--- config.mk ---
export PLATFORM = sky130hd
export DESIGN_NAME = line_rasterizer_step
export DESIGN_NICKNAME = d
export VERILOG_FILES = /design/src/sv/lrast_pkg.sv /design/src/sv/lrast_cfg.sv /design/src/sv/lrast_setup.sv /design/src/sv/lrast_step.sv /design/src/sv/line_rasterizer_step.sv
export SDC_FILE = /design/constraint.sdc
export NUM_CORES = 1
export LEC_CHECK = 0
export BUFFER_PORTS_ARGS = -buffer_cell sky130_fd_sc_hd__buf_2
export CAP_MARGIN = 5
export CORE_UTILIZATION = 45
export CTS_CLUSTER_SIZE = 8
export DETAILED_ROUTE_END_ITERATION = 12
export SYNTH_ARGS = -nofsm -noshare
export SYNTH_HDL_FRONTEND = slang
export SYNTH_SLANG_ARGS = --single-unit
--- constraint.sdc ---
create_clock -name clk -period 15.52 [get_ports clk]
set_input_delay 2.328 -clock clk [delete_from_list [all_inputs] [get_ports clk]]
set_output_delay 2.328 -clock clk [all_outputs]
set_load 0.1 [all_outputs]
--- src/sv/lrast_pkg.sv ---
// shared types and constants for the line rasterizer step block
package lrast_pkg;

	// octant reflection applied on load
	typedef enum logic [1:0] {
		OCT_DIRECT  = 2'd0,
		OCT_NEG_X   = 2'd1,
		OCT_REFLECT = 2'd2,
		OCT_NEG_Y   = 2'd3
	} octant_t;

	// line control state passed between setup, step and the state registers
	typedef struct packed {
		octant_t octant;
		logic    swapped;
		logic    active;
	} line_ctrl_t;

	// request kinds carried on s_tuser
	localparam logic MODE_LOAD = 1'b0;
	localparam logic MODE_STEP = 1'b1;

	// configuration port
	localparam int   APB_ADDR_BITS    = 3;
	localparam logic REG_LINE_WIDTH   = 1'b0;
	localparam logic [1:0] LINE_WIDTH_RESET = 2'd1;
	localparam logic [1:0] LINE_WIDTH_THICK = 2'd2;

endpackage

--- src/sv/lrast_cfg.sv ---
// apb register file holding the line width setting
module lrast_cfg (
	input  logic                                 clk,
	input  logic                                 arst_n,
	input  logic                                 psel,
	input  logic                                 penable,
	input  logic                                 pwrite,
	input  logic [lrast_pkg::APB_ADDR_BITS-1:0]  paddr,
	input  logic [31:0]                          pwdata,
	output logic [31:0]                          prdata,
	output logic                                 pready,
	output logic [1:0]                           line_width
);
	import lrast_pkg::*;

	logic [1:0] line_width_q;
	logic       wr_en;
	logic       reg_sel;

	// register index is the word address
	assign reg_sel = paddr[2];
	assign pready  = 1'b1;
	assign wr_en   = psel && penable && pwrite && pready && (reg_sel == REG_LINE_WIDTH);

	// line width register
	always_ff @(posedge clk or negedge arst_n) begin
		if (!arst_n) begin
			line_width_q <= LINE_WIDTH_RESET;
		end else if (wr_en) begin
			line_width_q <= pwdata[1:0];
		end
	end

	// read back
	assign prdata     = (reg_sel == REG_LINE_WIDTH) ? {30'd0, line_width_q} : 32'd0;
	assign line_width = line_width_q;

endmodule

--- src/sv/lrast_setup.sv ---
// load logic: octant reflection, axis swap and initial decision value
module lrast_setup #(
	parameter int COORD_BITS = 10
) (
	input  logic [COORD_BITS-1:0]        start_x,
	input  logic [COORD_BITS-1:0]        start_y,
	input  logic [COORD_BITS-1:0]        end_x,
	input  logic [COORD_BITS-1:0]        end_y,
	output lrast_pkg::line_ctrl_t        ctrl,
	output logic signed [COORD_BITS+1:0] run_pos,
	output logic signed [COORD_BITS+1:0] cross_pos,
	output logic signed [COORD_BITS+1:0] run_end,
	output logic signed [COORD_BITS+2:0] decision,
	output logic [COORD_BITS:0]          major,
	output logic [COORD_BITS:0]          minor
);
	import lrast_pkg::*;

	localparam int W = COORD_BITS + 2;

	logic signed [W-1:0] sxe, sye, exe, eye;
	logic signed [W-1:0] ax, ay, bx, by;
	logic signed [W-1:0] dx0, dy0, dx, dy;
	octant_t             oct;
	logic                swap;

	assign sxe = signed'({2'b00, start_x});
	assign sye = signed'({2'b00, start_y});
	assign exe = signed'({2'b00, end_x});
	assign eye = signed'({2'b00, end_y});

	// reflect the endpoints into the first quadrant
	always_comb begin
		if (end_x <= start_x && end_y >= start_y) begin
			oct = OCT_NEG_X;
			ax = -sxe; ay = sye; bx = -exe; by = eye;
		end else if (end_x <= start_x && end_y <= start_y) begin
			oct = OCT_REFLECT;
			ax = -sye; ay = -sxe; bx = -eye; by = -exe;
		end else if (end_x >= start_x && start_y >= end_y) begin
			oct = OCT_NEG_Y;
			ax = sxe; ay = -sye; bx = exe; by = -eye;
		end else begin
			oct = OCT_DIRECT;
			ax = sxe; ay = sye; bx = exe; by = eye;
		end
	end

	// swap axes when steep
	assign dx0  = bx - ax;
	assign dy0  = by - ay;
	assign swap = dy0 > dx0;
	assign dx   = swap ? dy0 : dx0;
	assign dy   = swap ? dx0 : dy0;

	assign run_pos   = swap ? ay : ax;
	assign cross_pos = swap ? ax : ay;
	assign run_end   = swap ? by : bx;

	// both deltas are non-negative here
	assign major = dx[COORD_BITS:0];
	assign minor = dy[COORD_BITS:0];

	// decision starts at dy - dx/2
	assign decision = signed'({2'b00, minor}) - signed'({3'b000, major[COORD_BITS:1]});

	assign ctrl.octant  = oct;
	assign ctrl.swapped = swap;
	assign ctrl.active  = run_pos < run_end;

endmodule

--- src/sv/lrast_step.sv ---
// step logic: decision update and mapping back to screen space
module lrast_step #(
	parameter int COORD_BITS = 10
) (
	input  lrast_pkg::line_ctrl_t        ctrl,
	input  logic signed [COORD_BITS+1:0] run_pos,
	input  logic signed [COORD_BITS+1:0] cross_pos,
	input  logic signed [COORD_BITS+1:0] run_end,
	input  logic signed [COORD_BITS+2:0] decision,
	input  logic [COORD_BITS:0]          major,
	input  logic [COORD_BITS:0]          minor,
	input  logic                         thick_en,
	output logic signed [COORD_BITS+1:0] run_pos_n,
	output logic signed [COORD_BITS+1:0] cross_pos_n,
	output logic signed [COORD_BITS+2:0] decision_n,
	output logic                         last_pixel,
	output logic [COORD_BITS-1:0]        pixel_x,
	output logic [COORD_BITS-1:0]        pixel_y,
	output logic                         thick_valid,
	output logic [COORD_BITS-1:0]        thick_x,
	output logic signed [COORD_BITS+1:0] thick_y
);
	import lrast_pkg::*;

	localparam int W = COORD_BITS + 2;
	localparam int D = COORD_BITS + 3;

	logic signed [D-1:0] minor_e, major_e;
	logic signed [W-1:0] px, py, sxp, syp, ty;

	assign minor_e = signed'({2'b00, minor});
	assign major_e = signed'({2'b00, major});

	// midpoint decision update
	assign run_pos_n = run_pos + W'(1);
	always_comb begin
		if (decision < 0) begin
			decision_n  = decision + minor_e;
			cross_pos_n = cross_pos;
		end else begin
			decision_n  = decision + minor_e - major_e;
			cross_pos_n = cross_pos + W'(1);
		end
	end

	// undo the axis swap
	assign px = ctrl.swapped ? cross_pos_n : run_pos_n;
	assign py = ctrl.swapped ? run_pos_n : cross_pos_n;

	// undo the octant reflection, extra pixel one row off
	always_comb begin
		case (ctrl.octant)
			OCT_NEG_X: begin
				sxp = -px; syp = py;  ty = py - W'(1);
			end
			OCT_REFLECT: begin
				sxp = -py; syp = -px; ty = -px - W'(1);
			end
			OCT_NEG_Y: begin
				sxp = px;  syp = -py; ty = -py - W'(1);
			end
			default: begin
				sxp = px;  syp = py;  ty = py + W'(1);
			end
		endcase
	end

	assign last_pixel  = run_pos_n >= run_end;
	assign pixel_x     = sxp[COORD_BITS-1:0];
	assign pixel_y     = syp[COORD_BITS-1:0];
	assign thick_valid = thick_en;
	assign thick_x     = thick_en ? sxp[COORD_BITS-1:0] : '0;
	assign thick_y     = thick_en ? ty : '0;

endmodule

--- src/sv/line_rasterizer_step.sv ---
// top level of the midpoint line rasterizer step block
//
// Midpoint line rasterizer. A load request (s_tuser = 0) latches two endpoints and
// produces no output; each step request (s_tuser = 1) then emits one pixel of the line,
// the start point excluded and the end point flagged on m_tlast, after which the block
// idles and steps produce nothing until the next load. One request is taken every clock
// unless a step waits on a full result register that m_tready holds back: a request sits
// in the input register while the decision update and screen mapping run, and its pixel
// is written to the output register when it advances. The decision add and compare loop
// in the step logic sets that rate. With line_width set to 2 (APB address 0) each pixel
// carries a second pixel one row above or below, flagged on m_tuser.
module line_rasterizer_step #(
	parameter int COORD_BITS = 10
) (
	input  logic                                 clk,
	input  logic                                 arst_n,
	// slave request stream
	input  logic                                 s_tvalid,
	output logic                                 s_tready,
	// start_x, start_y, end_x, end_y, from the lowest bit up, zero padded
	input  logic [((4*COORD_BITS+7)/8)*8-1:0]    s_tdata,
	// mode
	input  logic                                 s_tuser,
	// master pixel stream
	output logic                                 m_tvalid,
	input  logic                                 m_tready,
	// pixel_x, pixel_y, thick_x, thick_y, from the lowest bit up, zero padded
	output logic [((4*COORD_BITS+2+7)/8)*8-1:0]  m_tdata,
	// thick_valid
	output logic                                 m_tuser,
	// last_pixel
	output logic                                 m_tlast,
	// configuration port
	input  logic                                 psel,
	input  logic                                 penable,
	input  logic                                 pwrite,
	input  logic [lrast_pkg::APB_ADDR_BITS-1:0]  paddr,
	input  logic [31:0]                          pwdata,
	output logic [31:0]                          prdata,
	output logic                                 pready
);
	import lrast_pkg::*;

	localparam int CB            = COORD_BITS;
	localparam int W             = COORD_BITS + 2;
	localparam int D             = COORD_BITS + 3;
	localparam int OUT_DATA_BITS = ((4*COORD_BITS+2+7)/8)*8;

	logic [1:0] line_width;

	// input register
	logic          valid_s1;
	logic          mode_s1;
	logic [CB-1:0] sx_s1, sy_s1, ex_s1, ey_s1;

	// line state
	line_ctrl_t          ctrl_q;
	logic signed [W-1:0] run_pos_q, cross_pos_q, run_end_q;
	logic signed [D-1:0] decision_q;
	logic [CB:0]         major_q, minor_q;

	// result register
	logic                valid_s2;
	logic [CB-1:0]       pixel_x_s2, pixel_y_s2, thick_x_s2;
	logic signed [W-1:0] thick_y_s2;
	logic                thick_valid_s2, last_s2;

	// setup outputs
	line_ctrl_t          ld_ctrl;
	logic signed [W-1:0] ld_run, ld_cross, ld_end;
	logic signed [D-1:0] ld_dec;
	logic [CB:0]         ld_major, ld_minor;

	// step outputs
	logic signed [W-1:0] st_run, st_cross;
	logic signed [D-1:0] st_dec;
	logic                st_last, st_thick_valid;
	logic [CB-1:0]       st_px, st_py, st_tx;
	logic signed [W-1:0] st_ty;

	logic step_s1, out_free, advance, s_acc;

	lrast_cfg u_cfg (
		.clk        (clk),
		.arst_n     (arst_n),
		.psel       (psel),
		.penable    (penable),
		.pwrite     (pwrite),
		.paddr      (paddr),
		.pwdata     (pwdata),
		.prdata     (prdata),
		.pready     (pready),
		.line_width (line_width)
	);

	lrast_setup #(.COORD_BITS(COORD_BITS)) u_setup (
		.start_x   (sx_s1),
		.start_y   (sy_s1),
		.end_x     (ex_s1),
		.end_y     (ey_s1),
		.ctrl      (ld_ctrl),
		.run_pos   (ld_run),
		.cross_pos (ld_cross),
		.run_end   (ld_end),
		.decision  (ld_dec),
		.major     (ld_major),
		.minor     (ld_minor)
	);

	lrast_step #(.COORD_BITS(COORD_BITS)) u_step (
		.ctrl        (ctrl_q),
		.run_pos     (run_pos_q),
		.cross_pos   (cross_pos_q),
		.run_end     (run_end_q),
		.decision    (decision_q),
		.major       (major_q),
		.minor       (minor_q),
		.thick_en    (line_width == LINE_WIDTH_THICK),
		.run_pos_n   (st_run),
		.cross_pos_n (st_cross),
		.decision_n  (st_dec),
		.last_pixel  (st_last),
		.pixel_x     (st_px),
		.pixel_y     (st_py),
		.thick_valid (st_thick_valid),
		.thick_x     (st_tx),
		.thick_y     (st_ty)
	);

	// flow control: only a productive step waits for the result register
	assign step_s1  = valid_s1 && (mode_s1 == MODE_STEP) && ctrl_q.active;
	assign out_free = !valid_s2 || m_tready;
	assign advance  = valid_s1 && (!step_s1 || out_free);
	assign s_tready = !valid_s1 || advance;
	assign s_acc    = s_tvalid && s_tready;

	// input register control
	always_ff @(posedge clk or negedge arst_n) begin
		if (!arst_n) begin
			valid_s1 <= 1'b0;
		end else if (s_acc) begin
			valid_s1 <= 1'b1;
		end else if (advance) begin
			valid_s1 <= 1'b0;
		end
	end

	// input register payload
	always_ff @(posedge clk) begin
		if (s_acc) begin
			mode_s1 <= s_tuser;
			sx_s1   <= s_tdata[CB-1:0];
			sy_s1   <= s_tdata[2*CB-1:CB];
			ex_s1   <= s_tdata[3*CB-1:2*CB];
			ey_s1   <= s_tdata[4*CB-1:3*CB];
		end
	end

	// line state update on load or productive step
	always_ff @(posedge clk or negedge arst_n) begin
		if (!arst_n) begin
			ctrl_q      <= '{octant: OCT_DIRECT, swapped: 1'b0, active: 1'b0};
			run_pos_q   <= '0;
			cross_pos_q <= '0;
			run_end_q   <= '0;
			decision_q  <= '0;
			major_q     <= '0;
			minor_q     <= '0;
		end else if (advance && (mode_s1 == MODE_LOAD)) begin
			ctrl_q      <= ld_ctrl;
			run_pos_q   <= ld_run;
			cross_pos_q <= ld_cross;
			run_end_q   <= ld_end;
			decision_q  <= ld_dec;
			major_q     <= ld_major;
			minor_q     <= ld_minor;
		end else if (advance && step_s1) begin
			ctrl_q.active <= !st_last;
			run_pos_q     <= st_run;
			cross_pos_q   <= st_cross;
			decision_q    <= st_dec;
		end
	end

	// result register control
	always_ff @(posedge clk or negedge arst_n) begin
		if (!arst_n) begin
			valid_s2 <= 1'b0;
		end else if (advance && step_s1) begin
			valid_s2 <= 1'b1;
		end else if (m_tready) begin
			valid_s2 <= 1'b0;
		end
	end

	// result register payload
	always_ff @(posedge clk) begin
		if (advance && step_s1) begin
			pixel_x_s2     <= st_px;
			pixel_y_s2     <= st_py;
			thick_valid_s2 <= st_thick_valid;
			thick_x_s2     <= st_tx;
			thick_y_s2     <= st_ty;
			last_s2        <= st_last;
		end
	end

	// output packing
	assign m_tvalid = valid_s2;
	assign m_tdata  = OUT_DATA_BITS'({thick_y_s2, thick_x_s2, pixel_y_s2, pixel_x_s2});
	assign m_tuser  = thick_valid_s2;
	assign m_tlast  = last_s2;

	// an active line has not yet reached its end
	a_active_before_end: assert property (@(posedge clk) disable iff (!arst_n)
		ctrl_q.active |-> (run_pos_q < run_end_q))
		else $error("active line past its end point");

	// the last pixel ends the line
	a_last_idles: assert property (@(posedge clk) disable iff (!arst_n)
		(advance && step_s1 && st_last) |=> !ctrl_q.active)
		else $error("line still active after last pixel");

	// a productive step always lands in the result register
	a_step_emits: assert property (@(posedge clk) disable iff (!arst_n)
		(advance && step_s1) |=> m_tvalid)
		else $error("step result lost");

	// stall only when a step waits on a full, blocked result register
	a_stall_cause: assert property (@(posedge clk) disable iff (!arst_n)
		!s_tready |-> (step_s1 && m_tvalid && !m_tready))
		else $error("input stalled without cause");

	// without the extra pixel its fields are zero
	a_thin_zero: assert property (@(posedge clk) disable iff (!arst_n)
		(m_tvalid && !m_tuser) |-> ((thick_x_s2 == '0) && (thick_y_s2 == '0)))
		else $error("extra pixel fields set at width one");

endmodule

Yosys cells after proc, flatten, opt, wreduce, memory -nomap -nowiden

Cells that the tools add are included.

Bits in registers: 164
Input bits: 83
Output and inout bits: 85

Add/subtract/negate cells: 17
$lt $le $gt $ge: 9
Equality and inequality tests: 4
Mux-type cells: 38
Bitwise gates (word level): 2
Reduce and logical (&&, ||, !) cells: 22

Operators with widths:

| kind                                                        | number |
|---|---|
| two-way mux 12 bit                                          | 20 |
| negation 10 -> 12 bit                                       | 4 |
| case mux 10 bit (2 select lines)                            | 2 |
| two-way mux 13 bit                                          | 3 |
| adder 12 x 2 -> 12 bit, second input constant               | 3 |
| case mux 12 bit (3 select lines)                            | 1 |
| subtractor 12 x 2 -> 12 bit, second input constant          | 3 |
| >= comparator 10 bit                                        | 3 |
| negation 12 bit                                             | 2 |
| subtractor 12 bit                                           | 2 |
| two-way mux 11 bit                                          | 2 |
| <= comparator 10 bit                                        | 2 |
| adder 13 x 12 -> 13 bit                                     | 1 |
| less-than comparator 13 x 1 -> 1 bit, second input constant | 1 |
| subtractor 13 x 12 -> 13 bit                                | 1 |
| >= comparator 12 bit                                        | 1 |
| > comparator 12 bit                                         | 1 |
| logical AND 1 bit                                           | 12 |
| less-than comparator 12 bit                                 | 1 |
| subtractor 11 x 10 -> 12 bit                                | 1 |
| two-way mux 2 bit                                           | 4 |
| equality test 2 bit, second input constant                  | 3 |
| two-way mux 1 bit                                           | 6 |
| nonzero test 2 bit                                          | 3 |
| other kinds (4)                                             | 10 |

Logic depth before layout (Yosys ltp)

Gate-level depths: netlist of the first run.

Depth after elaboration: 10
Mapped depth: 44
Gate-level depth less buffers: 39

Cells and area by module

From an unflattened synthesis of the first run, not the netlist that was laid out.

Cell total of the unflattened synthesis: 1679
Area total of the unflattened synthesis: 15177.1 um^2

By module, submodules not included:

| module               | times used | cells an instance | area an instance (um^2) | sequential area each (um^2) |
|---|---|---|---|---|
| line_rasterizer_step | 1          | 310               | 5781.8                  | 4479.3 |
| lrast_setup          | 1          | 742               | 4984.8                  | 0.0 |
| lrast_step           | 1          | 587               | 4047.6                  | 0.0 |
| lrast_cfg            | 1          | 40                | 362.8                   | 51.3 |

Worst setup path after synthesis of the first run

OpenSTA, ideal clock, no wires.

Path type: register to register
Start point: register sy_s1[7]
End point: register decision_q[12]
Library setup time: 0.082 ns
Arrival: 8.645 ns
Data required time: 15.438 ns
Path slack: 6.793 ns
Cell stages (with the launch flop): 40
Path buffers: 5
Clock period less this slack: 8.727 ns
Cells stage by stage: edfxtp_1 -> ha_1 -> a21o_1 -> a21oi_1 -> o21ai_0 -> o211ai_1 -> a21oi_1 -> clkbuf_1 -> nor2_1 -> a21oi_1 -> ha_1 -> inv_1 -> fa_1 -> a211o_1 -> a211o_1 -> a21o_1 -> a21o_1 -> a21o_1 -> [... 4 more ...] -> a211oi_1 -> o21a_1 -> clkbuf_1 -> clkbuf_1 -> buf_1 -> clkbuf_1 -> nor2_1 -> a21oi_1 -> ha_1 -> a21o_1 -> o22ai_1 -> a211oi_1 -> o31ai_1 -> nand3_1 -> a21oi_1 -> a211oi_2 -> a21boi_0 -> a2bb2oi_1

Longest elaborated chain between the ends: 10
Elaborated cells on any way between the ends: 24
Classes of those cells: add/sub (4); order compare (4); mux (13); reduce/logical (3)

Ends and longest elaborated chain:

| element                                      | line                                 | RTL |
|---|---|---|
| start, declared                              | line_rasterizer_step.sv:54           | `logic [CB-1:0] sx_s1, sy_s1, ex_s1, ey_s1;` |
| start signal, assigned                       | line_rasterizer_step.sv:153          | `sy_s1 <= s_tdata[2*CB-1:CB];` |
| >= comparator 10 bit                         | lrast_setup.sv:40                    | `end else if (end_x >= start_x && start_y >= end_y) begin` |
| logical AND 1 bit                            | lrast_setup.sv:40                    |  |
| two-way mux 12 bit                           | lrast_setup.sv:40                    |  |
| two-way mux 12 bit                           | lrast_setup.sv:37                    | `end else if (end_x <= start_x && end_y <= start_y) begin` |
| two-way mux 12 bit                           | lrast_setup.sv:34                    | `if (end_x <= start_x && end_y >= start_y) begin` |
| subtractor 12 bit                            | lrast_setup.sv:51                    | `assign dy0 = by - ay;` |
| > comparator 12 bit                          | lrast_setup.sv:52                    | `assign swap = dy0 > dx0;` |
| two-way mux 11 bit, on equally long branches | lrast_setup.sv:54, lrast_setup.sv:53 |  |
| subtractor 11 x 10 -> 12 bit *               | lrast_setup.sv:65                    | `assign decision = signed'({2'b00, minor}) - signed'({3'b000, major[COORD_BITS:1]});` |
| two-way mux 13 bit *                         | line_rasterizer_step.sv:169          | `end else if (advance && (mode_s1 == MODE_LOAD)) begin` |
| end signal, assigned                         | line_rasterizer_step.sv:174          | `decision_q <= ld_dec;` |
| end signal, assigned                         | line_rasterizer_step.sv:181          | `decision_q <= st_dec;` |
| end, declared                                | line_rasterizer_step.sv:59           | `logic signed [D-1:0] decision_q;` |

Every way passes the cells marked *; elsewhere a longest branch is shown, timed or not.
A chain may end at the register's enable or synchronous reset.

Final worst setup path of the first run

Start point: register ey_s1[4]
End point: register ctrl_q[0] in the netlist's numbering

Longest elaborated chain between the ends: 10
Elaborated cells on any way between the ends: 24
Classes of those cells: add/sub (3); order compare (5); mux (13); reduce/logical (3)

Ends and longest elaborated chain:

| element                                      | line                                 | RTL |
|---|---|---|
| start, declared                              | line_rasterizer_step.sv:54           |  |
| start signal, assigned                       | line_rasterizer_step.sv:155          | `ey_s1 <= s_tdata[4*CB-1:3*CB];` |
| >= comparator 10 bit                         | lrast_setup.sv:40                    |  |
| logical AND 1 bit                            | lrast_setup.sv:40                    |  |
| two-way mux 12 bit                           | lrast_setup.sv:40                    |  |
| two-way mux 12 bit                           | lrast_setup.sv:37                    |  |
| two-way mux 12 bit                           | lrast_setup.sv:34                    |  |
| subtractor 12 bit                            | lrast_setup.sv:51                    |  |
| > comparator 12 bit                          | lrast_setup.sv:52                    |  |
| two-way mux 12 bit, on equally long branches | lrast_setup.sv:56, lrast_setup.sv:58 |  |
| less-than comparator 12 bit *                | lrast_setup.sv:69                    | `assign ctrl.active = run_pos < run_end;` |
| two-way mux 1 bit *                          | line_rasterizer_step.sv:169          |  |
| end signal, assigned                         | line_rasterizer_step.sv:162          | `ctrl_q <= '{octant: OCT_DIRECT, swapped: 1'b0, active: 1'b0};` |
| end signal, assigned                         | line_rasterizer_step.sv:170          | `ctrl_q <= ld_ctrl;` |
| end, declared                                | line_rasterizer_step.sv:57           | `line_ctrl_t ctrl_q;` |

Marked as above.

==> results of run 1 <==
flip-flops by register name (all words and copies together) (netlist names):
signal            count
run_end_q            12
mode_s1               1
ey_s1                10
u_cfg.line_width      2
valid_s1              1
major_q              11
sy_s1                10
m_tvalid              1
m_tuser               1
cross_pos_q          12
thick_y_s2           12
decision_q           13
ex_s1                10
pixel_x_s2           10
ctrl_q                4
thick_x_s2           10
minor_q              11
pixel_y_s2           10
run_pos_q            12
sx_s1                10
m_tlast               1
critical path, delay by kind of cell, from the launching register on:
kind / cells / cell delay, ns
AO/OA/AOI/OAI: 19 / 4.58
XOR/XNOR: 1 / 0.34
adder cells (fa/ha/maj): 4 / 1.23
buffers and inverters: 4 / 1.30
flip-flops: 1 / 0.50
multiplexers: 1 / 0.15
AND/OR/NAND/NOR: 6 / 0.97
per-stage QoR:
stage          hold slack [ns]  utilization  instance area, um2  cells  setup slack [ns]
2_1_floorplan           0.4498            -               14800   1751             6.793
3_3_place_gp            0.4628       0.4857               15440   2194             6.520
3_5_place_dp            0.4705       0.4857               15440   2194             6.457
4_1_cts                 0.4867       0.5044               16040   2226             6.401
5_1_grt                 0.5207       0.5044               16040   2226             5.679
6_report                0.4813       0.5044               16040   2226             6.322
Yosys cell counts (all sizes together) (43+ instances only):
cell type,n,area (um2)
inv,106,397.9
nor2,139,521.8
o21ai,142,710.7
xor2,54,480.5
clkbuf,55,206.5
a21oi,108,540.5
buf,53,355.3
dfrtp,78,1952
edfxtp,85,2552
mux2i,43,437.9
xnor2,85,752.0
nand2,151,569.3
nand3,49,255.3
ha,118,1476
final cells by class:
| class | count | share of cell area |
|---|---|---|
| clock inverters | 8 | 0.003666 |
| inverters | 108 | 0.02528 |
| repair buffers | 116 | 0.03916 |
| flip-flops and latches | 164 | 0.2825 |
| well taps | 435 | 0.03393 |
| clock buffers | 24 | 0.03339 |
| multi-input cells | 1371 | 0.5821 |
cells in the final DEF (no fill, tap or decap), types with 12 or more instances in the layout:
cell type / netlist / routed
sky130_fd_sc_hd__a211oi_1: 23 / 23
sky130_fd_sc_hd__a21o_1: 35 / 35
sky130_fd_sc_hd__a21oi_1: 108 / 108
sky130_fd_sc_hd__a221o_1: 12 / 12
sky130_fd_sc_hd__a22oi_1: 20 / 20
sky130_fd_sc_hd__and2_1: 26 / 26
sky130_fd_sc_hd__and3_1: 13 / 13
sky130_fd_sc_hd__buf_2: 8 / 97
sky130_fd_sc_hd__buf_4: 37 / 19
sky130_fd_sc_hd__clkbuf_16: 0 / 20
sky130_fd_sc_hd__conb_1: 2 / 37
sky130_fd_sc_hd__dfrtp_1: 78 / 78
sky130_fd_sc_hd__edfxtp_1: 85 / 85
sky130_fd_sc_hd__ha_1: 118 / 118
sky130_fd_sc_hd__inv_1: 102 / 102
sky130_fd_sc_hd__mux2_2: 17 / 17
sky130_fd_sc_hd__mux2i_1: 41 / 41
sky130_fd_sc_hd__nand2_1: 150 / 150
sky130_fd_sc_hd__nand2b_1: 14 / 13
sky130_fd_sc_hd__nand3_1: 47 / 47
sky130_fd_sc_hd__nand4_1: 14 / 14
sky130_fd_sc_hd__nor2_1: 139 / 139
sky130_fd_sc_hd__nor2b_1: 17 / 15
sky130_fd_sc_hd__nor3_1: 33 / 33
sky130_fd_sc_hd__o211ai_1: 31 / 31
sky130_fd_sc_hd__o21a_1: 13 / 12
sky130_fd_sc_hd__o21ai_0: 136 / 136
sky130_fd_sc_hd__or3_1: 20 / 20
sky130_fd_sc_hd__xnor2_1: 84 / 84
sky130_fd_sc_hd__xor2_1: 53 / 53
routing by layer:
layer	track usage	vias to the layer above	wire length (um)
li1	-	6276	-
met1	0.3161	5911	17720
met2	0.4108	420	18850
met3	0.03213	85	1853
met4	0.1163	0	1497
met5	0	-	0
cells by family after synthesis:
kind of cell | synth area share
xor+xnor | 0.08400
buf+inv | 0.06592
flops | 0.3088
simple gates | 0.1746
compound gates | 0.2111
mux | 0.04494
other cells | 0.0005118
fa+ha+maj | 0.1102
path summary, 6_finish.rpt:
check                            from             end  slack, ns  cells past startpoint
min reg2reg                major_q[6]      major_q[6]       0.48                      2
min                        major_q[6]      major_q[6]       0.48                      2
max                          ey_s1[4]       ctrl_q[0]       6.32                     35
min in group asynchronous      arst_n  decision_q[11]       1.77                      1
max in group asynchronous      arst_n       ctrl_q[2]      12.68                      2
max reg2reg                  ey_s1[4]       ctrl_q[0]       6.32                     35
==> run summary, run 1 <==
====================================================================================
Synth-to-layout area growth                                                   9.312%
Sequential-to-total area share from yosys stat                                0.3088
Count of flip-flops with a built-in enable after synthesis                        85
IO Pins                                                                          168
Standard-cell row count                                                           65
Warnings, synthesis                                                                0
Final net count                                                                 1984
Die Outline Area                                                         0.03333 mm2
Diode count                                                                        0
Netlist Area Pre-Place                                                   0.01467 mm2
Fraction of layout cells with a size suffix above 1                           0.1139
Clock buffer count from CTS                                                       17
Weighted congestion at the end of routability-driven global placement         0.9339
Antenna Nets Post-Route                                                            0
Final worst clock skew                                                    0.01713 ns
Cells after synthesis                                                           1716
Clk buf depth                                                                      2
Worst path slowest cell                                                 sky130_fd_sc_hd__o32ai_1
Fmax                                                                       108.7 MHz
Number of buffers inserted by hold repair at cts                                   0
Maximum fanout along the worst path                                               74
Total count of max-transition violations in the final report                       0
Initial antenna violation count                                                    0
Top_reg_cell synth                                                      sky130_fd_sc_hd__edfxtp_1
Wire length after detailed routing                                          39920 um
Area of the placeable core                                               0.03180 mm2
Post-cts sizing count                                                              0
Slowest cell delay on critical path                                          0.66 ns
Number of setup violations in the final report                                     0
Cell at the root of the clock tree                                      sky130_fd_sc_hd__clkbuf_16
Wire length of the first global-routing pass                                64240 um
Chip Height                                                                 182.6 um
Count of different cell masters after synthesis                                   92
Crit path time final                                                        9.198 ns
Post-synthesis register bit count                                                164
Cell seen most often among critical-path stages                         sky130_fd_sc_hd__ha_1
Clock-pin transition on the worst setup and hold timing paths                0.07 ns
Starting utilization of the core area                                         0.4614
Reg area                                                                0.004531 mm2
Type of the most critical hold path                                     flip-flop to flip-flop
Detail-routed via count per cell                                               5.702
Crit start category                                                        flip-flop
Async set or reset register ratio after synthesis                             0.4817
Number of sinks handled by clock tree synthesis                                  164
Total setup buffers inserted after CTS                                             0
Crit Path Category                                                      flip-flop to flip-flop
Setup tns final                                                                 0 ns
Endpoints failing hold                                                             0
Data required time at the worst endpoint                                    15.86 ns
Post-detailed-route DRC marker count                                               0
Setup repair after global routing missed its margin                               no
Run status                                                              finished clean
Max_slew headroom                                                             0.3729
1st-iter DRT viols                                                               899
Length of the first detailed-routing pass in iterations                            5
Multi-input gate area in the final layout                               0.009336 mm2
Filler cell count in the final layout                                           3075
Width of the die                                                            182.6 um
Count of input and output buffers                                                 98
Via total after detailed routing                                              12.69k
Data arrival time of the worst path                                          9.54 ns
Synthesized area per cell                                                  8.551 um2
All-layer global routing usage                                                0.2464
Average wire per cell in the routed design                                  17.93 um
Share of the clock period used by the worst path after layout                 0.5927
Number of global-route vias before repair                                     12.05k
Clock insertion delay at the later pin of the skew report                    0.45 ns
Clock tree from TritonCTS                                                        yes
HPWL after DPL                                                              30380 um
Slew of the pin with the lowest slew margin                                0.9373 ns
Element type at the critical path end                                      flip-flop
H-Tree Depth                                                                       4
Largest net degree at the start of global routing                                 95
Remaining global-route overflow                                                    0
Number of max-cap violations                                                       0
====================================================================================
Power of run 1 is not shown: default switching activity piles up to over one toggle a cycle in this logic, so the estimate is an artifact.
==> run 2, diff against run 1 <==
PLACE_DENSITY = 0.67   (was default)
clock period = 8.28 ns   (was 15.52 ns; I/O delays follow)
==> run summary, run 2 (synthesis results as in run 1) <==
====================================================================================
Final worst clock skew                                                    0.01808 ns
Via total after detailed routing                                              12.98k
Length of the first detailed-routing pass in iterations                            8
Area of the placeable core                                               0.03180 mm2
Fmax                                                                       127.4 MHz
Worst hold slack                                                           0.4830 ns
Number of global-route vias before repair                                     12.25k
Wire length of the first global-routing pass                                63180 um
Chip Height                                                                 182.6 um
Fraction of layout cells with a size suffix above 1                           0.1634
Number of sinks handled by clock tree synthesis                                  164
Max_slew headroom                                                             0.2258
Largest net degree at the start of global routing                                 95
Synth-to-layout area growth                                                   14.45%
Crit Path Category                                                      flip-flop to flip-flop
HPWL after DPL                                                              30650 um
Post-detailed-route DRC marker count                                               0
Share of the clock period used by the worst path after layout                 0.9483
Weighted congestion at the end of routability-driven global placement         0.9604
1st-iter DRT viols                                                               952
Most frequent cells in the layout                                       sky130_fd_sc_hd__nand2_1, sky130_fd_sc_hd__nor2_1, sky130_fd_sc_hd__o21ai_0
Die Outline Area                                                         0.03333 mm2
Cell seen most often among critical-path stages                         sky130_fd_sc_hd__a21oi_1
Endpoints failing hold                                                             0
Width of the die                                                            182.6 um
Remaining global-route overflow                                                    0
Leading cell type in the layout, fill and taps excluded                 sky130_fd_sc_hd__nand2_1
Total count of max-transition violations in the final report                       0
Clock buffer count from CTS                                                       17
Maximum fanout along the worst path                                               10
Layout Cells excl Fill                                                          2308
Number of max-cap violations                                                       0
Max reg flops                                                                     13
All-layer global routing usage                                                0.2422
Element type at the critical path end                                      flip-flop
Starting utilization of the core area                                         0.4614
Clk buf depth                                                                      2
Clock-pin transition on the worst setup and hold timing paths                0.07 ns
Diode count                                                                        0
Initial antenna violation count                                                    0
Post-Place Cells                                                                2273
Number of buffers inserted by hold repair at cts                                   0
Slowest cell delay on critical path                                          0.46 ns
Crit path time final                                                        7.852 ns
Antenna Nets Post-Route                                                            0
Clock insertion delay at the later pin of the skew report                    0.46 ns
Count of input and output buffers                                                 98
Clock tree from TritonCTS                                                        yes
Data required time at the worst endpoint                                     8.62 ns
IO Pins                                                                          168
Number of setup violations in the final report                                     0
Type of the most critical hold path                                     flip-flop to flip-flop
Register containing the most flip-flops in the final layout               decision_q
Filler cell count in the final layout                                           2933
Detail-routed via count per cell                                               5.626
Average wire per cell in the routed design                                  17.24 um
Wire length after detailed routing                                          39790 um
Data arrival time of the worst path                                          8.19 ns
Slew of the pin with the lowest slew margin                                 1.161 ns
Worst path slowest cell                                                 sky130_fd_sc_hd__edfxtp_1
H-Tree Depth                                                                       4
Standard-cell row count                                                           65
Cell at the root of the clock tree                                      sky130_fd_sc_hd__clkbuf_16
Final net count                                                                 2066
Run status                                                              finished clean
Crit start category                                                        flip-flop
====================================================================================
==> run 2: cell count changes in the layout (fill, tap and decap cells not counted), sizes merged <==
cell      previous run  this run
clkinvlp             1         0
clkbuf              24        22
bufinv               0         2
inv                111       112
buf                116       198
==> run 2: what timing repair did <==
| action | in CTS | in global routing |
|---|---|---|
| resized for setup | 0 | 31 |
| endpoints found under the hold margin | 0 | 0 |
| pin swaps | 1 | 3 |
| endpoints found under the setup margin | 2 | 9 |
| buffers inserted | 1 | 2 |
==> run 2: metal layers <==
metal  vias to the layer above  GRT usage  part of all wire
met3                        90    0.03472             0.044
met5                         -          0                 0
met1                      6090     0.2969              0.44
li1                       6432          -                 -
met4                         0     0.1143             0.039
met2                       372     0.4177              0.48
==> run 2: final cells by class <==
type,instances,area [um2],area share
multi-input combinational,1371,9445,0.5624
sequential,164,4531,0.2698
timing repair buffer,198,1267,0.07547
tap,435,544.3,0.03241
clock buffer,22,485.5,0.02891
inverter,108,405.4,0.02414
clock inverter,10,115.1,0.006854
==> run 2: final timing paths <==
kind / cells past startpoint / slack (ns) / startpoint / end
max in group asynchronous: 1 / 6.62 / arst_n / ctrl_q[0]
min in group asynchronous: 1 / 0.97 / arst_n / u_cfg.line_width[1]
hold / removal: 2 / 0.48 / run_end_q[7] / run_end_q[7]
setup / recovery: 39 / 0.43 / sx_s1[7] / decision_q[11]
hold reg to reg: 2 / 0.48 / run_end_q[7] / run_end_q[7]
setup reg to reg: 39 / 0.43 / sx_s1[7] / decision_q[11]
==> run 2: stage by stage <==
stage	worst slack, ns	cell area [um2]	util	setup TNS [ns]
2_1_floorplan	0.03228	14820	-	0
3_3_place_gp	0.1924	16050	0.5049	0
3_5_place_dp	-0.01962	16050	0.5049	-0.01962
4_1_cts	0.05509	16660	0.5240	0
5_1_grt	-0.08672	16790	0.5281	-0.2105
6_report	0.4283	16790	0.5281	0
==> run 2: critical path: cells and delay by family (launching register included) <==
kind	cells	cell delay, ns
AOI/OAI and AO/OA	19	3.18
xor gates and xnor gates	1	0.19
adders and majority gates	5	1.69
buffers and inverters	5	0.78
DFF	1	0.46
and+or+nand+nor	9	1.47
Power of run 2 is left out for the same reason.
